==> config.mk <==
export PLATFORM = sky130hd
export DESIGN_NAME = gregorian_date_day_arithmetic_unit
export DESIGN_NICKNAME = d
export VERILOG_FILES = /design/src/rtl/core/gdda_pkg.sv /design/src/rtl/core/gdda_ctrl.sv /design/src/rtl/core/gdda_datapath.sv /design/src/rtl/core/gregorian_date_day_arithmetic_unit.sv
export SDC_FILE = /design/constraint.sdc
export NUM_CORES = 1
export LEC_CHECK = 0
export BUFFER_PORTS_ARGS = -buffer_cell sky130_fd_sc_hd__buf_2
export CORE_MARGIN = 5
export CORE_UTILIZATION = 46
export CTS_CLUSTER_DIAMETER = 40
export DETAILED_ROUTE_END_ITERATION = 8
export GPL_ROUTABILITY_DRIVEN = 0
export PLACE_DENSITY_LB_ADDON = 0.08
export SETUP_SLACK_MARGIN = 0.02
export SLEW_MARGIN = 25
export SYNTH_ARGS = -nofsm -noshare
export SYNTH_HDL_FRONTEND = slang
export SYNTH_HIERARCHICAL = 1
export SYNTH_SLANG_ARGS = --single-unit
==> constraint.sdc <==
create_clock -name clock -period 7.8 [get_ports clock]
set_input_delay 1.17 -clock clock [delete_from_list [all_inputs] [get_ports clock]]
set_output_delay 1.17 -clock clock [all_outputs]
set_load 0.01 [all_outputs]
==> src/rtl/core/gdda_pkg.sv <==
// Shared types, codes and calendar helper functions for the date arithmetic unit.
package gdda_pkg;

   typedef enum logic [1:0] {
      OP_LOAD  = 2'd0,
      OP_ADD   = 2'd1,
      OP_SUB   = 2'd2,
      OP_QUERY = 2'd3
   } opcode_type;

   typedef enum logic [1:0] {
      STATUS_OK        = 2'd0,
      STATUS_BAD_MONTH = 2'd1,
      STATUS_BAD_DAY   = 2'd2,
      STATUS_BAD_YEAR  = 2'd3
   } status_type;

   typedef enum logic [3:0] {
      ST_IDLE,
      ST_SETUP,
      ST_CHECK,
      ST_WALK,
      ST_COMMIT,
      ST_MJD1,
      ST_MJD2,
      ST_MJD3,
      ST_MJD4,
      ST_EMIT
   } state_type;

   // Controller to datapath
   typedef struct packed {
      logic capture;
      logic check;
      logic walk;
      logic commit;
      logic mjd1;
      logic mjd2;
      logic mjd3;
      logic mjd4;
      logic emit;
   } cmd_type;

   // Datapath to controller
   typedef struct packed {
      logic is_load;
      logic walk_done;
      logic out_free;
   } sts_type;

   localparam logic [13:0] YEAR_MIN       = 14'd1;
   localparam logic [13:0] YEAR_MAX       = 14'd9999;
   localparam logic [13:0] RESET_YEAR     = 14'd1970;
   localparam logic [3:0]  RESET_MONTH    = 4'd1;
   localparam logic [4:0]  RESET_DAY      = 5'd1;
   localparam logic [3:0]  MONTH_JAN      = 4'd1;
   localparam logic [3:0]  MONTH_FEB      = 4'd2;
   localparam logic [3:0]  MONTH_DEC      = 4'd12;
   localparam logic [14:0] YEAR_EPOCH     = 15'd4800;
   // 32045 + 2400001: JDN base plus the MJD shift
   localparam logic [24:0] MJD_OFFSET     = 25'd2432046;
   localparam logic [26:0] RECIP25        = 27'd5243;   // ceil(2^17 / 25)

   // Exact floor(x / 25) for any 14-bit x
   function automatic logic [9:0] div25(input logic [13:0] x);
      logic [26:0] p;
      p = 27'(x) * RECIP25;
      return p[26:17];
   endfunction

   function automatic logic year_is_leap(input logic [13:0] y);
      logic [9:0]  q;
      logic [13:0] r;
      q = div25(y);
      r = y - 14'(14'(q) * 14'd25);
      return (y[1:0] == 2'b00) && ((r != 14'd0) || (y[3:0] == 4'b0000));
   endfunction

   function automatic logic [4:0] month_len(input logic [3:0] m, input logic leap);
      logic [4:0] len;
      case (m) inside
         4'd2: begin
            len = leap ? 5'd29 : 5'd28;
         end
         4'd4, 4'd6, 4'd9, 4'd11: begin
            len = 5'd30;
         end
         default: begin
            len = 5'd31;
         end
      endcase
      return len;
   endfunction

   // Days before month index mo of a March-based year: (153*mo+2)/5
   function automatic logic [8:0] month_offset(input logic [3:0] mo);
      logic [8:0] v;
      case (mo)
         4'd0:    v = 9'd0;
         4'd1:    v = 9'd31;
         4'd2:    v = 9'd61;
         4'd3:    v = 9'd92;
         4'd4:    v = 9'd122;
         4'd5:    v = 9'd153;
         4'd6:    v = 9'd184;
         4'd7:    v = 9'd214;
         4'd8:    v = 9'd245;
         4'd9:    v = 9'd275;
         4'd10:   v = 9'd306;
         4'd11:   v = 9'd337;
         default: v = 9'd0;
      endcase
      return v;
   endfunction

endpackage

==> src/rtl/core/gdda_ctrl.sv <==
// Sequencing state machine for the date arithmetic unit.
module gdda_ctrl (
   input  logic                clock,
   input  logic                reset,
   input  logic                req_tvalid,
   output logic                req_tready,
   input  gdda_pkg::sts_type   sts,
   output gdda_pkg::cmd_type   cmd
);

   gdda_pkg::state_type state_ff;
   gdda_pkg::state_type state_in;

   always_ff @(posedge clock) begin
      if (reset) begin
         state_ff <= gdda_pkg::ST_IDLE;
      end else begin
         state_ff <= state_in;
      end
   end

   always_comb begin
      state_in = state_ff;
      case (state_ff)
         gdda_pkg::ST_IDLE: begin
            if (req_tvalid) begin
               state_in = gdda_pkg::ST_SETUP;
            end
         end
         gdda_pkg::ST_SETUP: begin
            state_in = sts.is_load ? gdda_pkg::ST_CHECK : gdda_pkg::ST_WALK;
         end
         gdda_pkg::ST_CHECK: begin
            state_in = gdda_pkg::ST_COMMIT;
         end
         gdda_pkg::ST_WALK: begin
            if (sts.walk_done) begin
               state_in = gdda_pkg::ST_COMMIT;
            end
         end
         gdda_pkg::ST_COMMIT: begin
            state_in = gdda_pkg::ST_MJD1;
         end
         gdda_pkg::ST_MJD1: begin
            state_in = gdda_pkg::ST_MJD2;
         end
         gdda_pkg::ST_MJD2: begin
            state_in = gdda_pkg::ST_MJD3;
         end
         gdda_pkg::ST_MJD3: begin
            state_in = gdda_pkg::ST_MJD4;
         end
         gdda_pkg::ST_MJD4: begin
            state_in = gdda_pkg::ST_EMIT;
         end
         gdda_pkg::ST_EMIT: begin
            if (sts.out_free) begin
               state_in = gdda_pkg::ST_IDLE;
            end
         end
         default: begin
            state_in = gdda_pkg::ST_IDLE;
         end
      endcase
   end

   always_comb begin
      cmd        = '0;
      req_tready = 1'b0;
      case (state_ff)
         gdda_pkg::ST_IDLE: begin
            req_tready  = 1'b1;
            cmd.capture = req_tvalid;
         end
         gdda_pkg::ST_CHECK: begin
            cmd.check = 1'b1;
         end
         gdda_pkg::ST_WALK: begin
            cmd.walk = 1'b1;
         end
         gdda_pkg::ST_COMMIT: begin
            cmd.commit = 1'b1;
         end
         gdda_pkg::ST_MJD1: begin
            cmd.mjd1 = 1'b1;
         end
         gdda_pkg::ST_MJD2: begin
            cmd.mjd2 = 1'b1;
         end
         gdda_pkg::ST_MJD3: begin
            cmd.mjd3 = 1'b1;
         end
         gdda_pkg::ST_MJD4: begin
            cmd.mjd4 = 1'b1;
         end
         gdda_pkg::ST_EMIT: begin
            cmd.emit = sts.out_free;
         end
         default: begin
            cmd = '0;
         end
      endcase
   end

endmodule

==> src/rtl/core/gdda_datapath.sv <==
// Date registers, month walk, load check, MJD pipeline and result register.
module gdda_datapath (
   input  logic                clock,
   input  logic                reset,
   input  gdda_pkg::cmd_type   cmd,
   output gdda_pkg::sts_type   sts,
   input  logic [1:0]          opcode,
   input  logic [13:0]         load_year,
   input  logic [3:0]          load_month,
   input  logic [4:0]          load_day,
   input  logic [11:0]         day_delta,
   output logic                rsp_tvalid,
   input  logic                rsp_tready,
   output logic [47:0]         rsp_tdata,
   output logic [1:0]          rsp_tuser
);

   // Stored date
   logic [13:0] date_year_ff, date_year_in;
   logic [3:0]  date_month_ff, date_month_in;
   logic [4:0]  date_day_ff, date_day_in;

   // Working date during one request
   gdda_pkg::opcode_type  op_ff, op_in;
   logic [13:0]           year_ff, year_in;
   logic [3:0]            month_ff, month_in;
   logic signed [13:0]    day_ff, day_in;
   logic                  leap_ff;
   gdda_pkg::status_type  status_ff, status_in;
   logic                  err_ff, err_in;

   // MJD pipeline
   logic [14:0] ye_ff, ye_in;
   logic [9:0]  dterm_ff, dterm_in;
   logic [9:0]  q100_ff, q100_in;
   logic [9:0]  q400_ff, q400_in;
   logic [23:0] lin_ff, lin_in;
   logic [22:0] mjd_ff, mjd_in;
   logic [24:0] mjd_sum;

   // Result register
   logic        rsp_valid_ff, rsp_valid_in;
   logic [47:0] rsp_data_ff, rsp_data_in;
   logic [1:0]  rsp_user_ff, rsp_user_in;

   logic [4:0]  len_cur;
   logic [3:0]  month_prev;
   logic [4:0]  len_prev;
   logic        feb_or_jan;
   logic [3:0]  march_index;

   assign len_cur    = gdda_pkg::month_len(month_ff, leap_ff);
   assign month_prev = (month_ff == gdda_pkg::MONTH_JAN) ? gdda_pkg::MONTH_DEC
                                                         : month_ff - 4'd1;
   assign len_prev   = gdda_pkg::month_len(month_prev, leap_ff);

   assign sts.is_load   = (op_ff == gdda_pkg::OP_LOAD);
   assign sts.walk_done = err_ff ||
                          ((op_ff == gdda_pkg::OP_SUB) ? (day_ff >= 14'sd1)
                                                       : (day_ff <= $signed({9'd0, len_cur})));
   assign sts.out_free  = !rsp_valid_ff || rsp_tready;

   // Leap flag is registered from the working year; a February is never
   // reached in the cycle right after a year change.
   always_ff @(posedge clock) begin
      leap_ff <= gdda_pkg::year_is_leap(year_ff);
   end

   always_ff @(posedge clock) begin
      if (reset) begin
         date_year_ff  <= gdda_pkg::RESET_YEAR;
         date_month_ff <= gdda_pkg::RESET_MONTH;
         date_day_ff   <= gdda_pkg::RESET_DAY;
         rsp_valid_ff  <= 1'b0;
      end else begin
         date_year_ff  <= date_year_in;
         date_month_ff <= date_month_in;
         date_day_ff   <= date_day_in;
         rsp_valid_ff  <= rsp_valid_in;
      end
   end

   always_ff @(posedge clock) begin
      op_ff       <= op_in;
      year_ff     <= year_in;
      month_ff    <= month_in;
      day_ff      <= day_in;
      status_ff   <= status_in;
      err_ff      <= err_in;
      ye_ff       <= ye_in;
      dterm_ff    <= dterm_in;
      q100_ff     <= q100_in;
      q400_ff     <= q400_in;
      lin_ff      <= lin_in;
      mjd_ff      <= mjd_in;
      rsp_data_ff <= rsp_data_in;
      rsp_user_ff <= rsp_user_in;
   end

   // Working date: capture, load check and month walk
   always_comb begin
      op_in     = op_ff;
      year_in   = year_ff;
      month_in  = month_ff;
      day_in    = day_ff;
      status_in = status_ff;
      err_in    = err_ff;

      if (cmd.capture) begin
         op_in     = gdda_pkg::opcode_type'(opcode);
         status_in = gdda_pkg::STATUS_OK;
         err_in    = 1'b0;
         case (gdda_pkg::opcode_type'(opcode))
            gdda_pkg::OP_LOAD: begin
               year_in  = load_year;
               month_in = load_month;
               day_in   = $signed({9'd0, load_day});
            end
            gdda_pkg::OP_ADD: begin
               year_in  = date_year_ff;
               month_in = date_month_ff;
               day_in   = $signed(14'(date_day_ff) + 14'(day_delta));
            end
            gdda_pkg::OP_SUB: begin
               year_in  = date_year_ff;
               month_in = date_month_ff;
               day_in   = $signed(14'(date_day_ff) - 14'(day_delta));
            end
            default: begin
               year_in  = date_year_ff;
               month_in = date_month_ff;
               day_in   = $signed({9'd0, date_day_ff});
            end
         endcase
      end else if (cmd.check) begin
         if ((month_ff < gdda_pkg::MONTH_JAN) || (month_ff > gdda_pkg::MONTH_DEC)) begin
            status_in = gdda_pkg::STATUS_BAD_MONTH;
         end else if ((day_ff < 14'sd1) || (day_ff > $signed({9'd0, len_cur}))) begin
            status_in = gdda_pkg::STATUS_BAD_DAY;
         end else if ((year_ff < gdda_pkg::YEAR_MIN) || (year_ff > gdda_pkg::YEAR_MAX)) begin
            status_in = gdda_pkg::STATUS_BAD_YEAR;
         end
      end else if (cmd.walk && !sts.walk_done) begin
         if (op_ff == gdda_pkg::OP_SUB) begin
            // Step back one month; the year can only fall, so hitting
            // year zero ends the walk with an error
            if ((month_ff == gdda_pkg::MONTH_JAN) && (year_ff == gdda_pkg::YEAR_MIN)) begin
               err_in    = 1'b1;
               status_in = gdda_pkg::STATUS_BAD_YEAR;
            end else begin
               month_in = month_prev;
               if (month_ff == gdda_pkg::MONTH_JAN) begin
                  year_in = year_ff - 14'd1;
               end
               day_in = day_ff + $signed({9'd0, len_prev});
            end
         end else begin
            // Step forward one month; passing year 9999 is final
            if ((month_ff == gdda_pkg::MONTH_DEC) && (year_ff == gdda_pkg::YEAR_MAX)) begin
               err_in    = 1'b1;
               status_in = gdda_pkg::STATUS_BAD_YEAR;
            end else begin
               day_in = day_ff - $signed({9'd0, len_cur});
               if (month_ff == gdda_pkg::MONTH_DEC) begin
                  month_in = gdda_pkg::MONTH_JAN;
                  year_in  = year_ff + 14'd1;
               end else begin
                  month_in = month_ff + 4'd1;
               end
            end
         end
      end
   end

   // Stored date update
   always_comb begin
      date_year_in  = date_year_ff;
      date_month_in = date_month_ff;
      date_day_in   = date_day_ff;
      if (cmd.commit && (status_ff == gdda_pkg::STATUS_OK)) begin
         date_year_in  = year_ff;
         date_month_in = month_ff;
         date_day_in   = day_ff[4:0];
      end
   end

   // MJD of the stored date over four steps
   assign feb_or_jan  = (date_month_ff <= gdda_pkg::MONTH_FEB);
   assign march_index = feb_or_jan ? date_month_ff + 4'd9 : date_month_ff - 4'd3;
   assign mjd_sum     = 25'(lin_ff) - 25'(q100_ff) + 25'(q400_ff) + 25'(dterm_ff)
                        - gdda_pkg::MJD_OFFSET;

   always_comb begin
      ye_in    = ye_ff;
      dterm_in = dterm_ff;
      q100_in  = q100_ff;
      q400_in  = q400_ff;
      lin_in   = lin_ff;
      mjd_in   = mjd_ff;
      if (cmd.mjd1) begin
         ye_in    = 15'(date_year_ff) + gdda_pkg::YEAR_EPOCH - 15'(feb_or_jan);
         dterm_in = 10'(gdda_pkg::month_offset(march_index)) + 10'(date_day_ff);
      end
      if (cmd.mjd2) begin
         q100_in = gdda_pkg::div25(14'(ye_ff >> 2));
      end
      if (cmd.mjd3) begin
         q400_in = gdda_pkg::div25(14'(ye_ff >> 4));
         lin_in  = 24'(ye_ff) * 24'd365 + 24'(ye_ff >> 2);
      end
      if (cmd.mjd4) begin
         mjd_in = mjd_sum[22:0];
      end
   end

   // Result register: hold until taken, refill on emit
   always_comb begin
      rsp_valid_in = rsp_valid_ff;
      rsp_data_in  = rsp_data_ff;
      rsp_user_in  = rsp_user_ff;
      if (rsp_tready) begin
         rsp_valid_in = 1'b0;
      end
      if (cmd.emit) begin
         rsp_valid_in = 1'b1;
         rsp_data_in  = {2'b00, mjd_ff, date_day_ff, date_month_ff, date_year_ff};
         rsp_user_in  = status_ff;
      end
   end

   assign rsp_tvalid = rsp_valid_ff;
   assign rsp_tdata  = rsp_data_ff;
   assign rsp_tuser  = rsp_user_ff;

endmodule

==> src/rtl/core/gregorian_date_day_arithmetic_unit.sv <==
// Top level of the Gregorian date keeper with day add, subtract and MJD output.
//
// Usage:
//   Request channel (req_*): one request per handshake. req_tuser carries the
//   opcode (load, add days, subtract days, query); req_tdata carries the date
//   to load and the day count. Load checks month, day and year in that order.
//   Result channel (rsp_*): exactly one result per request, in order. rsp_tdata
//   holds the stored date after the step and its modified Julian day;
//   rsp_tuser holds the status. A failed step leaves the stored date as is.
// Sequence: setup, then the load check or the month walk, then commit, four
//   MJD steps and emit. The walk covers k months (k = 0 for load and query, up
//   to about 136 for a day count of 4095) and steps one month per cycle; emit
//   waits until the output register is free.
// Flow: one request at a time; req_tready is high only while idle. A finished
//   result waits in the output register, so a stalled receiver does not block
//   the next request until its result is ready to be written.
// Reset: synchronous, active high; the stored date returns to 1970-01-01
//   and both channels go idle.
module gregorian_date_day_arithmetic_unit (
   input  logic        clock,
   input  logic        reset,
   input  logic        req_tvalid,
   output logic        req_tready,
   // [13:0] load_year, [17:14] load_month, [22:18] load_day,
   // [34:23] day_delta, [39:35] zero
   input  logic [39:0] req_tdata,
   // [1:0] opcode
   input  logic [1:0]  req_tuser,
   output logic        rsp_tvalid,
   input  logic        rsp_tready,
   // [13:0] cur_year, [17:14] cur_month, [22:18] cur_day,
   // [45:23] mjd (signed), [47:46] zero
   output logic [47:0] rsp_tdata,
   // [1:0] status
   output logic [1:0]  rsp_tuser
);

   gdda_pkg::cmd_type cmd;
   gdda_pkg::sts_type sts;

   // Sequence the steps of one request
   gdda_ctrl u_ctrl (
      .clock      (clock),
      .reset      (reset),
      .req_tvalid (req_tvalid),
      .req_tready (req_tready),
      .sts        (sts),
      .cmd        (cmd)
   );

   // Hold the date, walk months, compute the MJD, drive the result
   gdda_datapath u_datapath (
      .clock      (clock),
      .reset      (reset),
      .cmd        (cmd),
      .sts        (sts),
      .opcode     (req_tuser),
      .load_year  (req_tdata[13:0]),
      .load_month (req_tdata[17:14]),
      .load_day   (req_tdata[22:18]),
      .day_delta  (req_tdata[34:23]),
      .rsp_tvalid (rsp_tvalid),
      .rsp_tready (rsp_tready),
      .rsp_tdata  (rsp_tdata),
      .rsp_tuser  (rsp_tuser)
   );

endmodule

==> results of run 1 <==
==> cell usage in the layout, fill, tap and decap left out, types with 32 or more instances in the layout <==
| cell | instances |
|---|---|
| edfxtp_1 | 169 |
| nor2_1 | 114 |
| fa_1 | 247 |
| inv_1 | 465 |
| ha_1 | 434 |
| dfxtp_1 | 32 |
| a21oi_1 | 104 |
| o21ai_0 | 82 |
| nor3_1 | 36 |
| buf_4 | 116 |
| buf_2 | 90 |
| xor2_1 | 44 |
| nand2_1 | 111 |
| xnor2_1 | 77 |
==> how the worst max path moves through the flow <==
| stage | startpoint | to | slack [ps] | cells past startpoint |
|---|---|---|---|---|
| global placement | u_datapath/year_ff[7]$_DFFE_PP_ | u_datapath/leap_ff$_DFF_P_ | -380 | 30 |
| detailed placement | u_datapath/year_ff[7]$_DFFE_PP_ | u_datapath/leap_ff$_DFF_P_ | -410 | 30 |
| global route | u_datapath/year_ff[9]$_DFFE_PP_ | u_datapath/leap_ff$_DFF_P_ | -700 | 31 |
| CTS | u_datapath/year_ff[6]$_DFFE_PP_ | u_datapath/leap_ff$_DFF_P_ | -390 | 30 |
| floorplan | u_datapath/year_ff[10]$_DFFE_PP_ | u_datapath/leap_ff$_DFF_P_ | -50 | 30 |
| finish | u_datapath/year_ff[5]$_DFFE_PP_ | u_datapath/leap_ff$_DFF_P_ | -260 | 30 |
==> through the flow <==
stage	utilization	instance area [um2]	setup slack [ps]	instances	hold slack, ps
after global routing	0.526	27700	-702	3296	427
final	0.526	27700	-259	3296	417
after global placement	0.505	26500	-378	3233	403
after detailed placement	0.505	26500	-407	3233	406
after CTS	0.526	27600	-392	3295	419
after floorplan	-	24600	-50.8	2389	400
==> worst max-delay path, delay by kind of cell (launching register included) <==
family                   cells  cell delay (ps)
AO/OA/AOI/OAI               12             2100
XOR/XNOR                     1              230
adder cells (fa/ha/maj)     10             3800
buffers and inverters        3              140
flip-flops                   1              520
AND/OR/NAND/NOR              4             1120
==> state kept, by name, indices dropped and copies added, names as in the netlist, 7 cells and up <==
name and cells:
u_datapath/mjd_ff 23, u_datapath/ye_ff 15, u_datapath/q100_ff 9, u_datapath/q400_ff 7, u_datapath/dterm_ff 10, u_datapath/date_year_ff 14, u_datapath/rsp_tdata 46, u_datapath/day_ff 14
u_datapath/lin_ff 23, u_datapath/year_ff 14
==> routing by layer <==
metal	up-vias	track usage	wire length, um
met4	0	0.0502	1600
met5	-	0	0
met1	8318	0.259	24600
li1	8455	-	-
met2	301	0.361	28600
met3	91	0.0239	1890
==> logic make-up (layout without fill, tap and decap cells) <==
logic type	Yosys count	in the layout	synth area share
DFF	201	201	0.234
muxes	27	27	0.0121
xor gates and xnor gates	124	124	0.0449
adders and majority gates	698	698	0.435
buffers and inverters	522	741	0.0818
AOI/OAI and AO/OA	389	389	0.106
and+or+nand+nor	425	425	0.0854
other	1	3	0.000154
==> what timing repair did <==
action | in CTS | in global routing
setup endpoints to repair | 1 | 1
setup buffers | 10 | 1
pin swaps | 25 | 22
resized for setup | 12 | 10
==> cell type report <==
type                            instances  area, um2
Fill cell                            4771      24900
Clock buffer                           33        729
Timing Repair Buffer                  211       1390
Clock inverter                         19        200
Inverter                              478       1790
Multi-Input combinational cell       1666      17000
Sequential cell                       201       5720
Tap cell                              688        861
==> results.cfg, run 1 <==
[yosys]
yosysSeqAreaShare = 0.234
netlist_area_mm2 = 0.0244
number_of_flip_flops_and_latches_in_the_synthesized_netlist = 201
ys_top_cells_by_count = inv_1 (477), ha_1 (449), fa_1 (249)
synth_enable_flop_cells = 169
synth_area_per_cell_um2 = 10.2
synth.yosys.warnings = 6
netlist.area_leader.share = 0.230
postSynth.topFlopCell = edfxtp_1
synthMostInstantiatedCell = inv_1
synth_largest_area_cell = ha_1
synth_cells = 2387
cell_types_with_the_largest_area_share_after_synthesis = ha_1 (23%), edfxtp_1 (21%), fa_1 (20%), inv_1 (7.3%), xnor2_1 (2.8%)
yosysUniqueCellTypes = 90
async_reset_ff_frac = 0

[timing]
drv_slew = 0
timing.final.crit_share = 1.03
fin_skew_ps = 22.5
fin_setup_tns_ps = -259
hold_violations = 0
max_freq_mhz = 124
finalCriticalPeriod_ps = 8060
timing.max_slew.rel_slack = 0.436
final-setup-viol-count = 1
worst_slack_ps = -259
tightest_slew_ps = 845
grt_setup_unrepaired = true

[worst_setup_path]
worst_path_largest_cell_delay_ps = 550
worstPathRequired_ps = 8230
worst_ep_arrival_time_ps = 8490
ff2ff_setup_slack_ps = -260
most_frequent_cell_on_the_critical_path = fa_1
critPathCaptureType = flip-flop
regToRegStartpoint = u_datapath/year_ff[5]$_DFFE_PP_
worstReg2RegEnd = u_datapath/leap_ff$_DFF_P_
worst_path_max_delay_cell = fa_1
r2r.worst_path.cells = 30
critical_path_peak_fanout = 4
timing.setup.critical_path_class = flip-flop to flip-flop
startpoint_type = flip-flop

[clock_network]
cts-root-to-sink-buffers = 3
clock-sinks = 201
cts_htree_levels = 1
cts-root-buf = clkbuf_16
cts_hold_buffers = 0
insertion_delay_ps = 560
cts_tree = done
cts_inserted_buffers = 28
clk_pin_slew_ps = 60

[floorplanning]
fp.dieW_um = 240
floorplan.die_area_mm2 = 0.0577
floorplan.die.height_um = 240
ioPinCount = 98
core_area_mm2 = 0.0526
floorplan.initialDensity = 0.464
floorplan.rows = 84

[drt]
route.detailed.vias_per_inst = 5.21
wl_per_cell_um = 17.2
remaining_drc_errors = 0
ant_nets = 0
routed_wirelength_mm = 56.6
via_count = 17200
drt_pass1_iterations = 5
drt-initial-drc-count = 766

[global_route]
largest_net_degree_at_the_start_of_global_routing = 68
first_global_vias = 18100
antenna_found_initial = 0
first_pass_grt_wire_length_mm = 93.5
grt-ovfl-total = 0
groute.usage.overall = 0.201

[layout]
syn2layout_area_growth_pct = 13.5
post_route_cells_drive_above_1_share = 0.134
antenna_cells_inserted = 0
num-nets-final = 3330

[hold_path]
hold_path_end = u_datapath/rsp_tdata[41]$_DFFE_PP_
hp-class = flip-flop to flip-flop
timing.hold.worst_path_depth = 0
hold_path.startpoint = u_datapath/mjd_ff[18]$_DFFE_PP_

[job]
timing.max_cap.violations = 0

[run_status]
failed_checks = negative setup slack
status = finished, violations left

[place]
dp_hpwl_mm = 47.4
numPortBuffers = 90
Power of run 1 is left out: the tool's default activity adds up to more than one toggle a clock period on the data nets, which glitch-free logic cannot reach.
==> run 2: changes to the inputs <==
Settings changed: CTS_BUF_LIST from default to sky130_fd_sc_hd__clkbuf_8, CTS_CLUSTER_SIZE from default to 20.
==> run 2 against run 1 <==
  * The run still ends with negative setup slack left
  * Critical path type unchanged
  * Count of clock-buffer cells in the layout shrank 4
  * Critical endpoint unchanged
  * Non-clock buffer count is 4 higher
  * Sequential share of layout area increased by 0.16 points
==> results.cfg, run 2 (synthesis results as in run 1) <==
[clock_network]
cts-root-to-sink-buffers = 3
cts-root-buf = clkbuf_8
clock-sinks = 201
cts_tree = done
cts_htree_levels = 1
clk_pin_slew_ps = 90
cts_inserted_buffers = 28
insertion_delay_ps = 610

[layout]
mostFrequentLayoutCells = inv_1 (469), ha_1 (431), fa_1 (248), edfxtp_1 (169), buf_4 (119)
number_of_flip_flops_under_the_largest_register_name = 46
final_core_utilization = 0.522
num-nets-final = 3334
syn2layout_area_growth_pct = 12.6
most_common_cell_after_layout_fill_and_taps_aside = inv_1
final_design_area_no_fill_mm2 = 0.0275
post_route_cells_drive_above_1_share = 0.137
antenna_cells_inserted = 0

[worst_setup_path]
critPathCaptureType = flip-flop
cp_num_buf_inv = 5
critical_path_peak_fanout = 5
worst_path_largest_cell_delay_ps = 540
timing.setup.critical_path_class = flip-flop to flip-flop
worstPathRequired_ps = 8270
worst_ep_arrival_time_ps = 8610
critical-path-top-delay-family = adder cells
most_frequent_cell_on_the_critical_path = fa_1
startpoint_type = flip-flop
worstSetupStartpoint = u_datapath/year_ff[9]$_DFFE_PP_
regToRegStartpoint = u_datapath/year_ff[9]$_DFFE_PP_
worst_path_max_delay_cell = fa_1

[drt]
drt-initial-drc-count = 786
ant_nets = 0
route.detailed.vias_per_inst = 5.21
met3_length_mm = 1.79
wl_met1_mm = 24.6
via_count = 17200
drt_pass1_iterations = 5
remaining_drc_errors = 0
routed_wirelength_mm = 56.7
routed-wl-met2_mm = 28.7
wl_per_cell_um = 17.2
top_signal_layer_used = met4

[run_status]
status = finished, violations left
failed_checks = negative setup slack

[timing]
hold_violations = 0
fin_skew_ps = 22.9
max_freq_mhz = 123
tightest_slew_ps = 846
finalCriticalPeriod_ps = 8140
final-setup-viol-count = 1
timing.final.crit_share = 1.04
timing.max_slew.rel_slack = 0.434
grt_setup_unrepaired = true
worst_slack_ps = -341
drv_slew = 0
fin_setup_tns_ps = -341

[floorplanning]
core_area_mm2 = 0.0526
floorplan.rows = 84
ioPinCount = 98
floorplan.initialDensity = 0.464
floorplan.die_area_mm2 = 0.0577
fp.dieW_um = 240
floorplan.die.height_um = 240

[place]
placed_cell_area_mm2 = 0.0265
post_place_setup_slack_ps = -407
numPortBuffers = 90
dp_hpwl_mm = 47.4

[global_route]
first_pass_grt_wire_length_mm = 93.2
grt-ovfl-total = 0
largest_net_degree_at_the_start_of_global_routing = 68
first_global_vias = 18100
groute.usage.overall = 0.200
antenna_found_initial = 0

[hold_path]
hp-class = flip-flop to flip-flop
hold_path.startpoint = u_datapath/mjd_ff[17]$_DFFE_PP_

[job]
timing.max_cap.violations = 0
[run 2: path summary, 6_finish.rpt]
kind                                   endpoint  slack, ps  cells after the start
max                  u_datapath/leap_ff$_DFF_P_       -340                     32
max reg2reg          u_datapath/leap_ff$_DFF_P_       -340                     32
min          u_datapath/rsp_tdata[40]$_DFFE_PP_        420                      0
min reg2reg  u_datapath/rsp_tdata[40]$_DFFE_PP_        420                      0
[run 2: area by class of cell]
cell class / count / area [um2]
Fill cell: 4808 / 25100
Multi-Input combinational cell: 1666 / 17100
Sequential cell: 201 / 5720
Inverter: 478 / 1790
Timing Repair Buffer: 215 / 1430
Tap cell: 688 / 861
Clock buffer: 29 / 399
Clock inverter: 23 / 201
[run 2: worst register-to-register path: cells and delay by family, from the launching register on]
kind            cells  cell delay (ps)
buf+inv             5              540
fa+ha+maj          10             3990
simple gates        4              830
xor+xnor            1              150
compound gates     12             2010
flops               1              500
[run 2: timing repair]
| action | CTS | global route |
|---|---|---|
| pin swaps | 31 | 24 |
| hold buffers | 0 | 0 |
| setup endpoints to repair | 1 | 1 |
| setup buffers | 8 | 7 |
| gates resized for setup | 10 | 24 |
[run 2: per-stage QoR]
| step | hold WS, ps | instances |
|---|---|---|
| 3_5_place_dp | 406 | 3233 |
| 2_1_floorplan | 400 | 2389 |
| 6_report | 424 | 3300 |
| 4_1_cts | 426 | 3293 |
| 3_3_place_gp | 403 | 3233 |
| 5_1_grt | 435 | 3300 |
[run 2: layer usage]
metal,vias to the layer above,track usage
li1,8446,-
met1,8353,0.258
met2,293,0.362
met3,89,0.0226
met4,0,0.0497
met5,-,0
Power of run 2 is left out for the same reason.
==> run 3: changes to the inputs <==
Settings changed: PLACE_DENSITY_LB_ADDON 0.08 to default.
==> run 3 against run 2 <==
  * The flow still finishes with violations (negative setup slack)
  * Global-route usage down 0.11 points
  * Worst setup slack improved by 6.4 ps
  * Clock skew is 7.3 ps higher
  * Via count is 0.84% higher
  * Register-to-register slack about the same
  * Non-clock buffer count is the same
  * Critical path depth fell by 2
  * Core utilization is 0.10 points higher
  * Sequential share of layout area hardly changed
  * Highest routed layer unchanged
==> results.cfg, run 3 (synthesis results as in run 1) <==
[floorplanning]
floorplan.die.height_um = 240
floorplan.initialDensity = 0.464
core_area_mm2 = 0.0526
floorplan.rows = 84
ioPinCount = 98
fp.dieW_um = 240
floorplan.die_area_mm2 = 0.0577

[global_route]
first_pass_grt_wire_length_mm = 93.2
met2_usage = 0.371
first_global_vias = 18300
antenna_found_initial = 2
globalRouteMet3Util = 0.0204
busiest_layer = met2
groute.usage.overall = 0.199
grt-ovfl-total = 0
largest_net_degree_at_the_start_of_global_routing = 68
grt_util_met1 = 0.249

[worst_setup_path]
critical_path_peak_fanout = 6
worst_path_largest_cell_delay_ps = 550
startpoint_type = flip-flop
most_frequent_cell_on_the_critical_path = fa_1
worstReg2RegEnd = u_datapath/leap_ff$_DFF_P_
worst_path_max_delay_cell = edfxtp_1
timing.setup.critical_path_class = flip-flop to flip-flop
r2r.worst_path.cells = 30
worst_ep_arrival_time_ps = 8620
worstPathRequired_ps = 8280
ff2ff_setup_slack_ps = -330
regToRegStartpoint = u_datapath/year_ff[8]$_DFFE_PP_
critPathCaptureType = flip-flop

[clock_network]
insertion_delay_ps = 630
cts_htree_levels = 1
cts-root-to-sink-buffers = 3
cts_hold_buffers = 0
cts-root-buf = clkbuf_8
cts_tree = done
clock-sinks = 201
clk_pin_slew_ps = 80
cts_inserted_buffers = 31

[layout]
num-nets-final = 3337
most_common_cell_after_layout_fill_and_taps_aside = inv_1
final_core_utilization = 0.523
post_route_cells_drive_above_1_share = 0.138
mostFrequentLayoutCells = inv_1 (469), ha_1 (431), fa_1 (249), edfxtp_1 (169), buf_4 (122)
number_of_flip_flops_under_the_largest_register_name = 46
syn2layout_area_growth_pct = 12.9

[drt]
via_count = 17300
route.detailed.vias_per_inst = 5.24
remaining_drc_errors = 0
drt-initial-drc-count = 625
routed_wirelength_mm = 56.9
wl_per_cell_um = 17.2
drt_pass1_iterations = 5
ant_nets = 0

[hold_path]
hold_path.startpoint = u_datapath/mjd_ff[1]$_DFFE_PP_
hp-class = flip-flop to flip-flop
hold_path_end = u_datapath/rsp_tdata[24]$_DFFE_PP_
timing.hold.worst_path_depth = 0

[timing]
timing.max_slew.rel_slack = 0.410
timing.final.crit_share = 1.04
fin_skew_ps = 30.2
grt_setup_unrepaired = true
max_freq_mhz = 123
worst_slack_ps = -334
tightest_slew_ps = 885
final-setup-viol-count = 1
drv_slew = 0
finalCriticalPeriod_ps = 8130
hold_violations = 0

[run_status]
status = finished, violations left
failed_checks = negative setup slack

[job]
timing.max_cap.violations = 0

[place]
dp_hpwl_mm = 47.8
post_place_setup_slack_ps = -401
numPortBuffers = 90
==> run 3: how the worst max path moves through the flow <==
stage                                                start                         end  cells after the start
after floorplan           u_datapath/year_ff[10]$_DFFE_PP_  u_datapath/leap_ff$_DFF_P_                     30
after global placement     u_datapath/year_ff[7]$_DFFE_PP_  u_datapath/leap_ff$_DFF_P_                     31
after CTS                  u_datapath/year_ff[7]$_DFFE_PP_  u_datapath/leap_ff$_DFF_P_                     31
final                      u_datapath/year_ff[8]$_DFFE_PP_  u_datapath/leap_ff$_DFF_P_                     30
after global routing       u_datapath/year_ff[5]$_DFFE_PP_  u_datapath/leap_ff$_DFF_P_                     32
after detailed placement   u_datapath/year_ff[7]$_DFFE_PP_  u_datapath/leap_ff$_DFF_P_                     34
==> run 3: final cells by class <==
cell class	count	area, um2
inverters	478	1790
diodes	1	2.50
repair buffers	215	1420
multi-input cells	1666	17000
clock inverters	24	209
flip-flops and latches	201	5720
clock buffers	34	468
well taps	688	861
fillers	4772	25000
==> run 3: per-stage QoR <==
| step | hold slack [ps] | instance area, um2 | setup TNS, ps | instances |
|---|---|---|---|---|
| floorplan | 400 | 24600 | -50.8 | 2389 |
| global placement | 403 | 26600 | -372 | 3235 |
| detailed placement | 406 | 26600 | -401 | 3235 |
| CTS | 420 | 27300 | -414 | 3299 |
| global route | 429 | 27500 | -697 | 3307 |
| finish | 418 | 27500 | -334 | 3307 |
==> run 3: per-layer routing <==
metal | part of all wire | vias up | wire length, um
met5 | 0 | - | 0
met4 | 0.027 | 0 | 1550
met3 | 0.028 | 98 | 1620
met2 | 0.52 | 285 | 29500
met1 | 0.43 | 8481 | 24200
li1 | - | 8462 | -
==> run 3: timing repair <==
| action | 4_1_cts | 5_1_grt |
|---|---|---|
| endpoints found under the setup margin | 1 | 1 |
| buffers inserted | 6 | 7 |
| gates resized for setup | 5 | 21 |
| pin swaps | 10 | 15 |
==> run 3: worst max-delay path: cells and delay by family, from the launching register on <==
family,cells,cell delay (ps)
AND/OR/NAND/NOR,5,1210
XOR/XNOR,1,160
buffers and inverters,3,170
adder cells (fa/ha/maj),10,3930
flip-flops,1,550
AO/OA/AOI/OAI,11,1980
Power of run 3 is left out for the same reason.
